## config.mk

```make
export PLATFORM = sky130hd
export DESIGN_NAME = script_lexer_core_flat
export DESIGN_NICKNAME = d
export VERILOG_FILES = /design/src/sl_pkg.sv /design/src/sl_if.sv /design/src/script_lexer_core.sv /design/src/flat_wrapper.sv
export SDC_FILE = /design/constraint.sdc
export NUM_CORES = 1
export LEC_CHECK = 0
export BUFFER_PORTS_ARGS = -buffer_cell sky130_fd_sc_hd__buf_2
export CAP_MARGIN = 15
export CORE_AREA = 5 5 237 239
export CTS_BUF_LIST = sky130_fd_sc_hd__clkbuf_4 sky130_fd_sc_hd__clkbuf_8 sky130_fd_sc_hd__clkbuf_16
export DETAILED_ROUTE_END_ITERATION = 7
export DIE_AREA = 0 0 242 244
export HOLD_SLACK_MARGIN = 0.1
export PLACE_DENSITY = 0.65
export SYNTH_ARGS = -nofsm -noshare
export SYNTH_HDL_FRONTEND = slang
export SYNTH_SLANG_ARGS = --single-unit
```

## constraint.sdc

```tcl
create_clock -name clk_i -period 5.5 [get_ports clk_i]
set_input_delay 0.275 -clock clk_i [delete_from_list [all_inputs] [get_ports clk_i]]
set_output_delay 0.275 -clock clk_i [all_outputs]
set_load 0.01 [all_outputs]
```

## src/sl_pkg.sv

```systemverilog
// ----------------------------------------------------------------------------
// sl_pkg
// Types, token codes and character tables shared by the script lexer.
// ----------------------------------------------------------------------------
`default_nettype none

package sl_pkg;

  typedef enum logic [5:0] {
    TK_END, TK_LP, TK_RP, TK_LC, TK_RC, TK_LB, TK_RB, TK_SEMI, TK_ADD_ASSIGN,
    TK_INC, TK_PLUS, TK_SUB_ASSIGN, TK_DEC, TK_MINUS, TK_MOD, TK_DIV_ASSIGN,
    TK_DIV, TK_POW, TK_MUL_ASSIGN, TK_MUL, TK_EQ, TK_ASSIGN, TK_LE, TK_LT, TK_GE,
    TK_GT, TK_NE, TK_NOT, TK_AND, TK_OR, TK_DOT, TK_COMMA, TK_COLON, TK_STRING,
    TK_NUMBER, TK_IDENT, TK_VAR, TK_CONST, TK_BOOL, TK_IF, TK_ELSE, TK_WHILE,
    TK_DO, TK_FUNCTION, TK_RETURN, TK_ERR_UNKNOWN, TK_ERR_NEWLINE, TK_ERR_END
  } tok_kind_e;

  typedef enum logic [3:0] {
    M_IDLE, M_OP, M_IDENT, M_INT, M_FRAC, M_EXP_SIGN, M_EXP, M_QUOTED,
    M_LINE, M_BLOCK, M_BLOCK_STAR, M_ERROR
  } lex_mode_e;

  typedef struct packed {
    tok_kind_e   kind;
    logic [15:0] off;
    logic [15:0] len;
    logic [15:0] col;
  } tok_t;

  localparam int unsigned KwMaxChars = 8;

  localparam logic [63:0] KwVar      = "var";
  localparam logic [63:0] KwConst    = "const";
  localparam logic [63:0] KwTrue     = "true";
  localparam logic [63:0] KwFalse    = "false";
  localparam logic [63:0] KwIf       = "if";
  localparam logic [63:0] KwElse     = "else";
  localparam logic [63:0] KwWhile    = "while";
  localparam logic [63:0] KwDo       = "do";
  localparam logic [63:0] KwFunction = "function";
  localparam logic [63:0] KwReturn   = "return";

  function automatic logic is_digit(logic [7:0] c);
    return c >= "0" && c <= "9";
  endfunction

  function automatic logic is_word(logic [7:0] c);
    return is_digit(c) || (c >= "a" && c <= "z") || (c >= "A" && c <= "Z") || c == "_";
  endfunction

  function automatic logic is_space(logic [7:0] c);
    return c == " " || (c >= 8'd9 && c <= 8'd13);
  endfunction

  function automatic logic is_op(logic [7:0] c);
    return c == "+" || c == "-" || c == "/" || c == "*" || c == "=" || c == "<" ||
           c == ">" || c == "!" || c == "&" || c == "|" || c == ".";
  endfunction

  function automatic tok_kind_e word_kind(logic [63:0] w, logic short_word);
    tok_kind_e k;
    k = TK_IDENT;
    if (short_word) begin
      if (w == KwVar) k = TK_VAR;
      else if (w == KwConst) k = TK_CONST;
      else if (w == KwTrue || w == KwFalse) k = TK_BOOL;
      else if (w == KwIf) k = TK_IF;
      else if (w == KwElse) k = TK_ELSE;
      else if (w == KwWhile) k = TK_WHILE;
      else if (w == KwDo) k = TK_DO;
      else if (w == KwFunction) k = TK_FUNCTION;
      else if (w == KwReturn) k = TK_RETURN;
    end
    return k;
  endfunction

  function automatic tok_kind_e single_kind(logic [7:0] h);
    tok_kind_e k;
    case (h)
      "+":     k = TK_PLUS;
      "-":     k = TK_MINUS;
      "/":     k = TK_DIV;
      "*":     k = TK_MUL;
      "=":     k = TK_ASSIGN;
      "<":     k = TK_LT;
      ">":     k = TK_GT;
      "!":     k = TK_NOT;
      ".":     k = TK_DOT;
      default: k = TK_ERR_UNKNOWN;
    endcase
    return k;
  endfunction

  // TK_END when the two bytes do not combine
  function automatic tok_kind_e pair_kind(logic [7:0] h, logic [7:0] b);
    tok_kind_e k;
    k = TK_END;
    if (b == "=") begin
      case (h)
        "+":     k = TK_ADD_ASSIGN;
        "-":     k = TK_SUB_ASSIGN;
        "/":     k = TK_DIV_ASSIGN;
        "*":     k = TK_MUL_ASSIGN;
        "=":     k = TK_EQ;
        "<":     k = TK_LE;
        ">":     k = TK_GE;
        "!":     k = TK_NE;
        default: k = TK_END;
      endcase
    end else if (h == b) begin
      case (h)
        "+":     k = TK_INC;
        "-":     k = TK_DEC;
        "*":     k = TK_POW;
        "&":     k = TK_AND;
        "|":     k = TK_OR;
        default: k = TK_END;
      endcase
    end
    return k;
  endfunction

  function automatic tok_kind_e punct_kind(logic [7:0] b);
    tok_kind_e k;
    case (b)
      "(":     k = TK_LP;
      ")":     k = TK_RP;
      "{":     k = TK_LC;
      "}":     k = TK_RC;
      "[":     k = TK_LB;
      "]":     k = TK_RB;
      ";":     k = TK_SEMI;
      "%":     k = TK_MOD;
      ",":     k = TK_COMMA;
      ":":     k = TK_COLON;
      default: k = TK_END;
    endcase
    return k;
  endfunction

endpackage

`default_nettype wire

```

## src/sl_if.sv

```systemverilog
// ----------------------------------------------------------------------------
// sl_if
// Valid/ready channels for text bytes in and tokens out.
// ----------------------------------------------------------------------------
`default_nettype none

interface sl_in_if;
  logic       valid;
  logic       ready;
  logic [7:0] text_byte;
  logic       end_of_text;
  modport source (output valid, text_byte, end_of_text, input ready);
  modport sink (input valid, text_byte, end_of_text, output ready);
endinterface

interface sl_out_if;
  logic        valid;
  logic        ready;
  logic [5:0]  token_kind;
  logic [15:0] start_offset;
  logic [15:0] token_length;
  logic [15:0] start_column;
  logic        last_result;
  modport source (output valid, token_kind, start_offset, token_length, start_column,
                  last_result, input ready);
  modport sink (input valid, token_kind, start_offset, token_length, start_column,
                last_result, output ready);
endinterface

`default_nettype wire

```

## src/script_lexer_core.sv

```systemverilog
// ----------------------------------------------------------------------------
// script_lexer_core
// Streaming tokenizer for a small script language, one text byte per beat.
//
// in_i carries one text byte per beat with a flag on the final byte; out_o
// carries tokens (kind, offset, length, column, last_result). Each byte is
// evaluated in the cycle it is accepted and its 0 to 3 tokens are loaded
// into a 3-entry result buffer; out_o shows the first token the next cycle.
// A byte that yields at most one token allows a new byte every cycle while
// the receiver keeps up; a byte that yields more holds the input while the
// buffer drains. When the receiver stalls, tokens wait in the buffer and
// input is taken again once the last buffered token is leaving. Reset clears
// the lexer to idle at offset and column zero and empties the buffer; the
// final byte also returns the lexer, not the buffer, to that idle state.
// ----------------------------------------------------------------------------
`default_nettype none

module script_lexer_core
  import sl_pkg::*;
#(
  parameter int unsigned POSITION_BITS = 16
) (
  input  wire     clk_i,
  input  wire     rst_ni,
  sl_in_if.sink   in_i,
  sl_out_if.source out_o
);

  localparam int unsigned P = POSITION_BITS;
  localparam logic [P-1:0] PosMax = '1;

  lex_mode_e    mode_q, mode_d;
  logic [7:0]   hb_q, hb_d, qc_q, qc_d;
  logic [P-1:0] bi_q, bi_d, col_q, col_d, ts_q, ts_d, tsc_q, tsc_d, tl_q, tl_d;
  logic [63:0]  wb_q, wb_d;

  tok_t        slot [4];
  logic [3:0]  slot_v;
  tok_t        nbuf [3];
  logic [2:0]  nlast;
  logic [1:0]  ncnt;

  tok_t        buf_q [3];
  logic [2:0]  last_q;
  logic [1:0]  cnt_q;

  logic accept, pop;

  function automatic logic [P-1:0] sat_inc(logic [P-1:0] v);
    return (v == PosMax) ? v : v + 1'b1;
  endfunction

  function automatic tok_t mk(tok_kind_e k, logic [P-1:0] o, logic [P-1:0] l,
                              logic [P-1:0] c);
    tok_t t;
    t.kind = k;
    t.off  = 16'(o);
    t.len  = 16'(l);
    t.col  = 16'(c);
    return t;
  endfunction

  assign pop    = out_o.valid && out_o.ready;
  assign in_i.ready = (cnt_q == 2'd0) || (cnt_q == 2'd1 && out_o.ready);
  assign accept = in_i.valid && in_i.ready;

  always_comb begin
    logic [7:0] b;
    logic       used;
    tok_kind_e  k;
    b      = in_i.text_byte;
    used   = 1'b1;
    k      = TK_END;
    mode_d = mode_q;
    hb_d   = hb_q;
    qc_d   = qc_q;
    bi_d   = bi_q;
    col_d  = col_q;
    ts_d   = ts_q;
    tsc_d  = tsc_q;
    tl_d   = tl_q;
    wb_d   = wb_q;
    slot_v = '0;
    for (int i = 0; i < 4; i++) slot[i] = mk(TK_END, '0, '0, '0);

    case (mode_q)
      M_OP: begin
        k = pair_kind(hb_q, b);
        if (k != TK_END) begin
          tl_d = P'(2);
          slot[0] = mk(k, ts_d, tl_d, tsc_d); slot_v[0] = 1'b1;
          mode_d = M_IDLE;
        end else if (hb_q == "/" && b == "/") begin
          mode_d = M_LINE;
        end else if (hb_q == "/" && b == "*") begin
          mode_d = M_BLOCK;
        end else if (hb_q == "." && is_digit(b)) begin
          tl_d = P'(2);
          mode_d = M_FRAC;
        end else begin
          k = single_kind(hb_q);
          slot[0] = mk(k, ts_d, tl_d, tsc_d); slot_v[0] = 1'b1;
          mode_d = (k == TK_ERR_UNKNOWN) ? M_ERROR : M_IDLE;
          used = (k == TK_ERR_UNKNOWN);
        end
      end
      M_IDENT: begin
        if (is_word(b)) begin
          if (tl_q < P'(KwMaxChars)) wb_d = {wb_q[55:0], b};
          tl_d = sat_inc(tl_q);
        end else begin
          slot[0] = mk(word_kind(wb_q, tl_q <= P'(KwMaxChars)), ts_q, tl_q, tsc_q);
          slot_v[0] = 1'b1;
          mode_d = M_IDLE;
          used = 1'b0;
        end
      end
      M_INT, M_FRAC, M_EXP_SIGN, M_EXP: begin
        if (is_digit(b)) begin
          if (mode_q == M_EXP_SIGN) mode_d = M_EXP;
        end else if (mode_q == M_INT && b == ".") begin
          mode_d = M_FRAC;
        end else if ((mode_q == M_INT || mode_q == M_FRAC) && (b == "e" || b == "E")) begin
          mode_d = M_EXP_SIGN;
        end else if (mode_q == M_EXP_SIGN && (b == "+" || b == "-")) begin
          mode_d = M_EXP;
        end else begin
          slot[0] = mk(TK_NUMBER, ts_q, tl_q, tsc_q); slot_v[0] = 1'b1;
          mode_d = M_IDLE;
          used = 1'b0;
        end
        if (used) tl_d = sat_inc(tl_q);
      end
      M_QUOTED: begin
        if (b == qc_q) begin
          slot[0] = mk(TK_STRING, ts_q, tl_q, tsc_q); slot_v[0] = 1'b1;
          mode_d = M_IDLE;
        end else if (b == 8'd10 || b == 8'd13) begin
          slot[0] = mk(TK_ERR_NEWLINE, bi_q, P'(1), col_q); slot_v[0] = 1'b1;
          mode_d = M_ERROR;
        end else begin
          tl_d = sat_inc(tl_q);
        end
      end
      M_LINE: begin
        if (b == 8'd10) mode_d = M_IDLE;
      end
      M_BLOCK: begin
        if (b == "*") mode_d = M_BLOCK_STAR;
      end
      M_BLOCK_STAR: begin
        if (b == "/") mode_d = M_IDLE;
        else if (b != "*") mode_d = M_BLOCK;
      end
      M_ERROR: begin
      end
      default: begin
        used = 1'b0;
        mode_d = M_IDLE;
      end
    endcase

    if (!used) begin
      k = punct_kind(b);
      if (k != TK_END) begin
        slot[1] = mk(k, bi_q, P'(1), col_q); slot_v[1] = 1'b1;
      end else if (is_op(b)) begin
        ts_d = bi_q; tsc_d = col_q; tl_d = P'(1);
        hb_d = b;
        mode_d = M_OP;
      end else if (b == 8'h27 || b == 8'h22) begin
        ts_d = sat_inc(bi_q); tsc_d = col_q; tl_d = '0;
        qc_d = b;
        mode_d = M_QUOTED;
      end else if (is_digit(b)) begin
        ts_d = bi_q; tsc_d = col_q; tl_d = P'(1);
        mode_d = M_INT;
      end else if (is_space(b)) begin
      end else if (is_word(b)) begin
        ts_d = bi_q; tsc_d = col_q; tl_d = P'(1);
        wb_d = {56'd0, b};
        mode_d = M_IDENT;
      end else begin
        slot[1] = mk(TK_ERR_UNKNOWN, bi_q, P'(1), col_q); slot_v[1] = 1'b1;
        mode_d = M_ERROR;
      end
    end

    bi_d  = sat_inc(bi_q);
    col_d = (b == 8'd10) ? '0 : sat_inc(col_q);

    if (in_i.end_of_text) begin
      case (mode_d)
        M_QUOTED: begin
          slot[2] = mk(TK_ERR_END, ts_d, tl_d, tsc_d); slot_v[2] = 1'b1;
        end
        M_OP: begin
          slot[2] = mk(single_kind(hb_d), ts_d, tl_d, tsc_d); slot_v[2] = 1'b1;
        end
        M_IDENT: begin
          slot[2] = mk(word_kind(wb_d, tl_d <= P'(KwMaxChars)), ts_d, tl_d, tsc_d);
          slot_v[2] = 1'b1;
        end
        M_INT, M_FRAC, M_EXP_SIGN, M_EXP: begin
          slot[2] = mk(TK_NUMBER, ts_d, tl_d, tsc_d); slot_v[2] = 1'b1;
        end
        default: begin
        end
      endcase
      slot[3] = mk(TK_END, bi_d, '0, col_d); slot_v[3] = 1'b1;
      mode_d = M_IDLE;
      hb_d = '0; qc_d = '0; bi_d = '0; col_d = '0;
      ts_d = '0; tsc_d = '0; tl_d = '0; wb_d = '0;
    end
  end

  // pack the valid slots in order, keep at most three
  always_comb begin
    logic [2:0] n;
    n = '0;
    nlast = '0;
    for (int i = 0; i < 3; i++) nbuf[i] = slot[3];
    for (int i = 0; i < 4; i++) begin
      if (slot_v[i] && n < 3'd3) begin
        nbuf[n[1:0]] = slot[i];
        n = n + 3'd1;
      end
    end
    ncnt = n[1:0];
    if (n != 3'd0) nlast[n[1:0] - 2'd1] = 1'b1;
  end

  always_ff @(posedge clk_i or negedge rst_ni) begin
    if (!rst_ni) begin
      mode_q <= M_IDLE;
      hb_q   <= '0;
      qc_q   <= '0;
      bi_q   <= '0;
      col_q  <= '0;
      ts_q   <= '0;
      tsc_q  <= '0;
      tl_q   <= '0;
      wb_q   <= '0;
      cnt_q  <= '0;
    end else begin
      if (accept) begin
        mode_q <= mode_d;
        hb_q   <= hb_d;
        qc_q   <= qc_d;
        bi_q   <= bi_d;
        col_q  <= col_d;
        ts_q   <= ts_d;
        tsc_q  <= tsc_d;
        tl_q   <= tl_d;
        wb_q   <= wb_d;
        cnt_q  <= ncnt;
      end else if (pop) begin
        cnt_q  <= cnt_q - 2'd1;
      end
    end
  end

  always_ff @(posedge clk_i) begin
    if (accept) begin
      buf_q  <= nbuf;
      last_q <= nlast;
    end else if (pop) begin
      buf_q[0]  <= buf_q[1];
      buf_q[1]  <= buf_q[2];
      last_q    <= {1'b0, last_q[2:1]};
    end
  end

  assign out_o.valid        = cnt_q != 2'd0;
  assign out_o.token_kind   = buf_q[0].kind;
  assign out_o.start_offset = buf_q[0].off;
  assign out_o.token_length = buf_q[0].len;
  assign out_o.start_column = buf_q[0].col;
  assign out_o.last_result  = last_q[0];

endmodule

`default_nettype wire

```

## src/flat_wrapper.sv

```systemverilog
// flat-port wrapper written by rule: the top's interface ports become plain ports
module script_lexer_core_flat import sl_pkg::*;
#(
  parameter int unsigned POSITION_BITS = 16
)
  (clk_i, rst_ni, in_i_valid, in_i_text_byte, in_i_end_of_text, in_i_ready, out_o_valid, out_o_token_kind, out_o_start_offset, out_o_token_length, out_o_start_column, out_o_last_result, out_o_ready);
  sl_in_if in_i_i ();
  sl_out_if out_o_i ();
  input  wire clk_i;
  input  wire rst_ni;
  input wire logic [$bits(in_i_i.valid)-1:0] in_i_valid;
  input wire logic [$bits(in_i_i.text_byte)-1:0] in_i_text_byte;
  input wire logic [$bits(in_i_i.end_of_text)-1:0] in_i_end_of_text;
  output wire logic [$bits(in_i_i.ready)-1:0] in_i_ready;
  output wire logic [$bits(out_o_i.valid)-1:0] out_o_valid;
  output wire logic [$bits(out_o_i.token_kind)-1:0] out_o_token_kind;
  output wire logic [$bits(out_o_i.start_offset)-1:0] out_o_start_offset;
  output wire logic [$bits(out_o_i.token_length)-1:0] out_o_token_length;
  output wire logic [$bits(out_o_i.start_column)-1:0] out_o_start_column;
  output wire logic [$bits(out_o_i.last_result)-1:0] out_o_last_result;
  input wire logic [$bits(out_o_i.ready)-1:0] out_o_ready;
  assign in_i_i.valid = in_i_valid;
  assign in_i_i.text_byte = in_i_text_byte;
  assign in_i_i.end_of_text = in_i_end_of_text;
  assign in_i_ready = in_i_i.ready;
  assign out_o_valid = out_o_i.valid;
  assign out_o_token_kind = out_o_i.token_kind;
  assign out_o_start_offset = out_o_i.start_offset;
  assign out_o_token_length = out_o_i.token_length;
  assign out_o_start_column = out_o_i.start_column;
  assign out_o_last_result = out_o_i.last_result;
  assign out_o_i.ready = out_o_ready;
  script_lexer_core #(.POSITION_BITS(POSITION_BITS)) u_core (.clk_i(clk_i), .rst_ni(rst_ni), .in_i(in_i_i), .out_o(out_o_i));
endmodule
```

==> flow_summary.yaml, run 1 <==
die:
  start_util_pct: 43.5
  die_h_microns: 244
  die_w_microns: 242
  dieArea_sq_um: 59000
  core_sq_um: 53600
  rows: 85
  pin_count: 70
routing:
  viasPerCell: 6.61
  wl_met1_mm: 38.7
  drc: 0
  wire_per_inst_microns: 25.1
  drt-total-wl_mm: 90.9
  drt_pass1_iterations: 7
  vias: 23911
  ant_nets: 0
  drt-initial-drc-count: 2972
  top_layer: "met4"
  route.met3.wl_mm: 6.89
  wl_met2_mm: 41.5
clock_tree:
  clock_path_buffers: 3
  clock_latency_ns: 0.58
  cts_num_sinks: 331
  clk_pin_slew_ns: 0.07
  cts_setup_buffers: 0
  htreeDepth: 2
  numCtsBuffers: 40
  cts_tree: "done"
  root_buffer: "clkbuf_16"
pwr:
  combPwrFrac_pct: 53.4
  p_int_mw: 8.38
  seq_power_share_pct: 27.8
  pwr_density_cell_nw_per_um2: 582
  pwr-share-clk_pct: 18.8
  max-vdd-ir-drop_uv: 457
  p_leak_nw: 10.3
  p_sw_mw: 7.18
  swShare_pct: 46.1
setup_path:
  start_kind: "register"
  worstSetupStartpoint: "u_core.mode_q[3]$_DFFE_PN0P_"
  cpMostUsedCell: "buf_4"
  max_stage_delay_ns: 0.59
  cp_cell_sequence: "buf_4 -> inv_1 -> nand4_1 -> o41ai_1 -> buf_4 -> o21ai_0 -> nand2_1 -> buf_4 -> or3_1 -> buf_4 -> o22ai_1 -> o21ai_0 -> buf_4 -> o2111ai_1 -> nor4_2 -> buf_4 -> a21boi_0 -> nand3b_1 -> a21oi_1 -> o21ai_0"
  required_ns: 5.82
  crit_slowest_cell: "o41ai_1"
  crit_buf_inv: 7
  path_max_fanout: 28
  crit_arrival_ns: 5.64
  cp_top_family: "compound AO/OA/AOI/OAI gates"
  crit_path_end_kind: "register"
  r2r-start: "u_core.mode_q[3]$_DFFE_PN0P_"
  path_class: "reg -> reg"
synthesis:
  synth_edf_count: 165
  synth_top_family_by_area: "compound AO/OA/AOI/OAI gates"
  syn-num-nets: 2868
  synth-compound-area-share_pct: 26.6
  synthMuxAreaShare_pct: 1.15
  synthCells: 2841
  synth_ff_type: "dfrtp_1"
  ys_types: 99
  synth.yosys.seq_area_share_pct: 39.1
  synthArstFlopShare_pct: 50.2
  synth_xor_xnor_area_share_pct: 1.54
  yosys.area_share.simple_pct: 24.1
  syn_area_sq_um: 23300
  yosys_warnings: 0
  synth-seq-cells: 331
  avgSynthCellArea_sq_um: 8.21
  synth_fa_ha_area_share_pct: 0.869
cells_and_area:
  diodes: 0
  final_nets: 2915
  final_util_pct: 49.8
  mostFrequentLayoutCell: "nand2_1"
  area_growth_pct: 14.6
  drive_gt1_share_pct: 15.9
  layout_common_cells: "nand2_1, o21ai_0, nor2_1, buf_4, edfxtp_1"
  finalInstanceArea_sq_um: 26700
sta:
  final.setup.tns_ns: 0
  slew_headroom_pct: 19.7
  clock.fmax_mhz: 188
  setup_slack_ns: 0.181
  fin_crit_sh_pct: 96.7
  timing.final.crit_period_ns: 5.32
  setup_viol: 0
  finalMaxSlewViolations: 0
  finalHoldViolCount: 0
  tightest_slew_ns: 1.20
  clock_skew_ns: 0.0272
  rsz0062_at_grt: "false"
grt:
  grt_usage_pct: 29.4
  grt_max_degree: 137
  grt-ovfl-total: 0
  grt_pass1_vias: 22757
  grt_first_pass_wirelength_mm: 139
  antenna_found_initial: 0
place:
  pre_cts_ws_ns: 0.0187
  placed_area_sq_um: 25200
  dp_hpwl_mm: 63.0
  gp_congestion: 1.01
  numPortBuffers: 69
min_path:
  worstHoldStart: "in_i_end_of_text"
  holdCritPathClass: "in -> reg"
flow_run:
  maxCapViolCount: 0
status:
  status: "complete, no violations"
layout make-up:
type                       count  area [sq um]
timing repair buffer         307          2340
sequential                   331          9110
clock buffer                  48          1130
tap                          696           871
clock inverter                26           320
multi-input combinational   2171         12800
inverter                      37           141
fill                        5106         26900
Yosys cell counts (all sizes together), types with 18 or more instances:
library cell / number / area (sq um)
xnor2: 23 / 201
and2: 36 / 225
nand3: 102 / 515
a21oi: 131 / 663
a31oi: 49 / 313
nand4: 46 / 288
a22o: 71 / 622
a221oi: 26 / 228
nand2: 427 / 1610
o211ai: 44 / 330
nand2b: 18 / 113
mux2i: 22 / 224
nor4: 42 / 275
nor2: 240 / 903
buf: 110 / 691
or3: 19 / 129
o21ai: 282 / 1420
edfxtp: 165 / 4950
clkbuf: 192 / 721
nor3: 72 / 370
and3: 29 / 181
a22oi: 79 / 593
inv: 37 / 139
dfrtp: 166 / 4150
xor2: 18 / 158
o22ai: 47 / 294
nor2b: 24 / 150
a211oi: 33 / 248
o221ai: 27 / 236
final timing paths:
check	end	slack, ns	cells past startpoint
setup / recovery	u_core.buf_q[103]$_DFFE_PP_	0.18	20
max in group asynchronous	u_core.hb_q[3]$_DFFE_PN0P_	4.04	3
hold reg to reg	u_core.qc_q[7]$_DFFE_PN0P_	0.52	1
setup reg to reg	u_core.buf_q[103]$_DFFE_PP_	0.18	20
min in group asynchronous	u_core.tsc_q[4]$_DFFE_PN0P_	0.29	2
hold / removal	u_core.wb_q[25]$_DFFE_PN0P_	0.25	2
cells by family (layout without fill, tap and decap cells):
group	Yosys count	in the layout
muxes	26	26
AOI/OAI and AO/OA	932	932
and+or+nand+nor	1156	1156
DFF	331	331
xor gates and xnor gates	41	41
adders and majority gates	16	16
buffers and inverters	339	418
metrics by stage:
stage	power, mW	hold slack [ns]	instances
finish	15.6	0.253	3616
global route	16.4	0.272	3616
CTS	15.4	0.233	3616
detailed placement	12.4	0.338	3541
global placement	12.3	0.334	3541
floorplan	9.10	-0.0206	2841
routing by layer:
layer | vias to the layer above | GRT usage [%]
li1 | 10689 | -
met1 | 11692 | 41.1
met2 | 1294 | 46.8
met3 | 236 | 3.73
met4 | 0 | 11.7
met5 | - | 0
state kept, by name, summed over array words and instances (netlist names):
name                       flops
u_core.out_o.token_kind        6
u_core.qc_q                    8
u_core.tl_q                   16
u_core.mode_q                  4
u_core.buf_q                 108
u_core.col_q                  16
u_core.out_o.token_length     16
u_core.ts_q                   16
u_core.bi_q                   16
u_core.out_o.start_column     16
u_core.hb_q                    8
u_core.last_q                  3
u_core.wb_q                   64
u_core.tsc_q                  16
u_core.out_o.start_offset     16
u_core.cnt_q                   2
timing repair:
| item | 4_1_cts | 5_1_grt |
|---|---|---|
| resized for setup | 0 | 16 |
| hold buffers | 1 | 0 |
| setup endpoints to repair | 0 | 90 |
| endpoints found under the hold margin | 66 | 0 |
power groups by stage:
| stage | registers [mW] | clock network [mW] | logic, mW |
|---|---|---|---|
| after CTS | 4.29 | 2.96 | 8.11 |
| after global routing | 4.40 | 3.06 | 8.89 |
| after global placement | 4.30 | 0 | 7.96 |
| after detailed placement | 4.33 | 0 | 8.07 |
| final | 4.33 | 2.93 | 8.30 |
| after floorplan | 3.91 | 0 | 5.19 |
Note: power is estimated with default switching activity, not from simulation.
==> run 2, diff against run 1 <==
--- a/config.mk
+++ b/config.mk
@@ -7,10 +7,10 @@
 export LEC_CHECK = 0
 export BUFFER_PORTS_ARGS = -buffer_cell sky130_fd_sc_hd__buf_2
 export CAP_MARGIN = 15
-export CORE_AREA = 5 5 237 239
+export CORE_AREA = 2 2 234 236
 export CTS_BUF_LIST = sky130_fd_sc_hd__clkbuf_4 sky130_fd_sc_hd__clkbuf_8 sky130_fd_sc_hd__clkbuf_16
 export DETAILED_ROUTE_END_ITERATION = 7
-export DIE_AREA = 0 0 242 244
+export DIE_AREA = 0 0 236 238
 export HOLD_SLACK_MARGIN = 0.1
 export PLACE_DENSITY = 0.65
 export SYNTH_ARGS = -nofsm -noshare
==> flow_summary.yaml, run 2 (synthesis results as in run 1) <==
status:
  status: "complete, no violations"
setup_path:
  path_class: "reg -> reg"
  path_max_fanout: 21
  reg2reg_to: "u_core.out_o.token_kind[0]$_DFFE_PP_"
  crit_path_end_kind: "register"
  crit_arrival_ns: 5.58
  worst_r2r_path_depth: 17
  required_ns: 5.77
  start_kind: "register"
  rrSetupSlack_ns: 0.19
  r2r-start: "u_core.hb_q[4]$_DFFE_PN0P_"
place:
  gp_congestion: 1.04
  pre_cts_ws_ns: -0.158
  dp_hpwl_mm: 61.6
  numPortBuffers: 69
grt:
  antenna_found_initial: 0
  grt_first_pass_wirelength_mm: 137
  grt-ovfl-total: 0
  grt_max_degree: 165
  grt_usage_pct: 31.1
  grt_pass1_vias: 22473
pwr:
  p_leak_nw: 10.1
  power_mw: 15.3
  pwr_density_cell_nw_per_um2: 577
  max-vdd-ir-drop_uv: 393
sta:
  finalMaxSlewViolations: 0
  clock_skew_ns: 0.0270
  setup_slack_ns: 0.188
  holdWs_ns: 0.310
  setup_viol: 0
  timing.final.crit_period_ns: 5.31
  slew_headroom_pct: 32.6
  finalHoldViolCount: 0
  tightest_slew_ns: 1.00
  rsz0062_at_grt: "true"
  fin_crit_sh_pct: 96.6
  clock.fmax_mhz: 188
cells_and_area:
  regArea_sq_um: 9110
  diodes: 0
  mostFrequentLayoutCell: "nand2_1"
  area_growth_pct: 13.4
  multi_input_area_sq_um: 12800
  largest_reg_flops: 108
  layout_common_cells: "nand2_1, o21ai_0, nor2_1, buf_4, dfrtp_1"
  top_regs: "u_core.buf_q: 108 flops, u_core.wb_q: 64 flops"
  regMostFlops: "u_core.buf_q"
  drive_gt1_share_pct: 14.5
  fillCellCount: 5117
  final_nets: 2875
die:
  core_sq_um: 53500
  rows: 85
  pin_count: 70
  die_w_microns: 236
  dieArea_sq_um: 56200
  start_util_pct: 43.6
  die_h_microns: 238
clock_tree:
  clk_pin_slew_ns: 0.06
  cts_tree: "done"
  clock_path_buffers: 3
  htreeDepth: 2
  cts_num_sinks: 331
  numCtsBuffers: 41
  root_buffer: "clkbuf_16"
  clock_latency_ns: 0.59
routing:
  drt-total-wl_mm: 89.3
  viasPerCell: 6.60
  drt_pass1_iterations: 6
  vias: 23607
  wire_per_inst_microns: 25.0
  drt-initial-drc-count: 2941
  drc: 0
  ant_nets: 0
min_path:
  worstHoldStart: "in_i_end_of_text"
  hold_depth: 2
  whs_endpoint: "u_core.wb_q[25]$_DFFE_PN0P_"
  holdCritPathClass: "in -> reg"
flow_run:
  maxCapViolCount: 0
[run 2: worst max-delay path by stage]
stage	from	to	cells past startpoint
3_3_place_gp	in_i_text_byte[6]	u_core.out_o.token_kind[0]$_DFFE_PP_	16
5_1_grt	u_core.hb_q[4]$_DFFE_PN0P_	u_core.out_o.token_kind[0]$_DFFE_PP_	19
3_5_place_dp	in_i_text_byte[6]	u_core.out_o.token_kind[0]$_DFFE_PP_	16
6_report	u_core.hb_q[4]$_DFFE_PN0P_	u_core.out_o.token_kind[0]$_DFFE_PP_	17
2_1_floorplan	in_i_text_byte[7]	u_core.buf_q[25]$_DFFE_PP_	18
4_1_cts	u_core.hb_q[4]$_DFFE_PN0P_	u_core.out_o.token_kind[0]$_DFFE_PP_	19
[run 2: cell type report]
cell class / instances / share of cell area [%]
clock inverters: 19 / 1.17
inverters: 37 / 0.535
repair buffers: 266 / 7.65
well taps: 696 / 3.29
multi-input cells: 2171 / 48.4
clock buffers: 56 / 4.49
flip-flops and latches: 331 / 34.4
[run 2: critical path: stages, from the launching register on]
cell,delay (ns)
dfrtp_1,0.43
buf_4,0.17
nor4b_2,0.06
and2_1,0.22
and4_4,0.22
or4_4,0.61
or4_4,0.58
o21ai_2,0.20
nand3_1,0.15
buf_12,0.20
a22oi_1,0.21
buf_4,0.17
nand4_1,0.22
or3_4,0.41
or4_4,0.55
a21o_1,0.20
a31oi_2,0.22
a31oi_1,0.16
[run 2: power by group]
part	leakage, nW	internal [mW]	total, mW	switching [mW]
sequential	3.82	3.54	4.31	0.768
clock	0.731	1.85	3.02	1.17
combinational	5.56	2.82	7.92	5.10
[run 2: repair_timing]
| item | in CTS | in global routing |
|---|---|---|
| hold buffers | 1 | 0 |
| endpoints found under the hold margin | 81 | 0 |
| gates resized for setup | 1 | 13 |
| buffers inserted | 0 | 0 |
| endpoints found under the setup margin | 3 | 43 |
[run 2: layer usage]
layer	global-route usage, %	part of all wire (%)
met1	41.8	41
met2	50.2	46
met3	5.21	9.1
met4	12.1	4.2
met5	0	0
[run 2: stage by stage]
stage | utilization, % | instances | setup TNS (ns) | instance area [sq um]
finish | 49.4 | 3576 | 0 | 26400
global route | 49.4 | 3576 | -0.0301 | 26400
CTS | 49.3 | 3576 | 0 | 26400
detailed placement | 46.5 | 3500 | -0.273 | 24900
global placement | 46.5 | 3500 | -0.299 | 24900
floorplan | - | 2841 | 0 | 23300
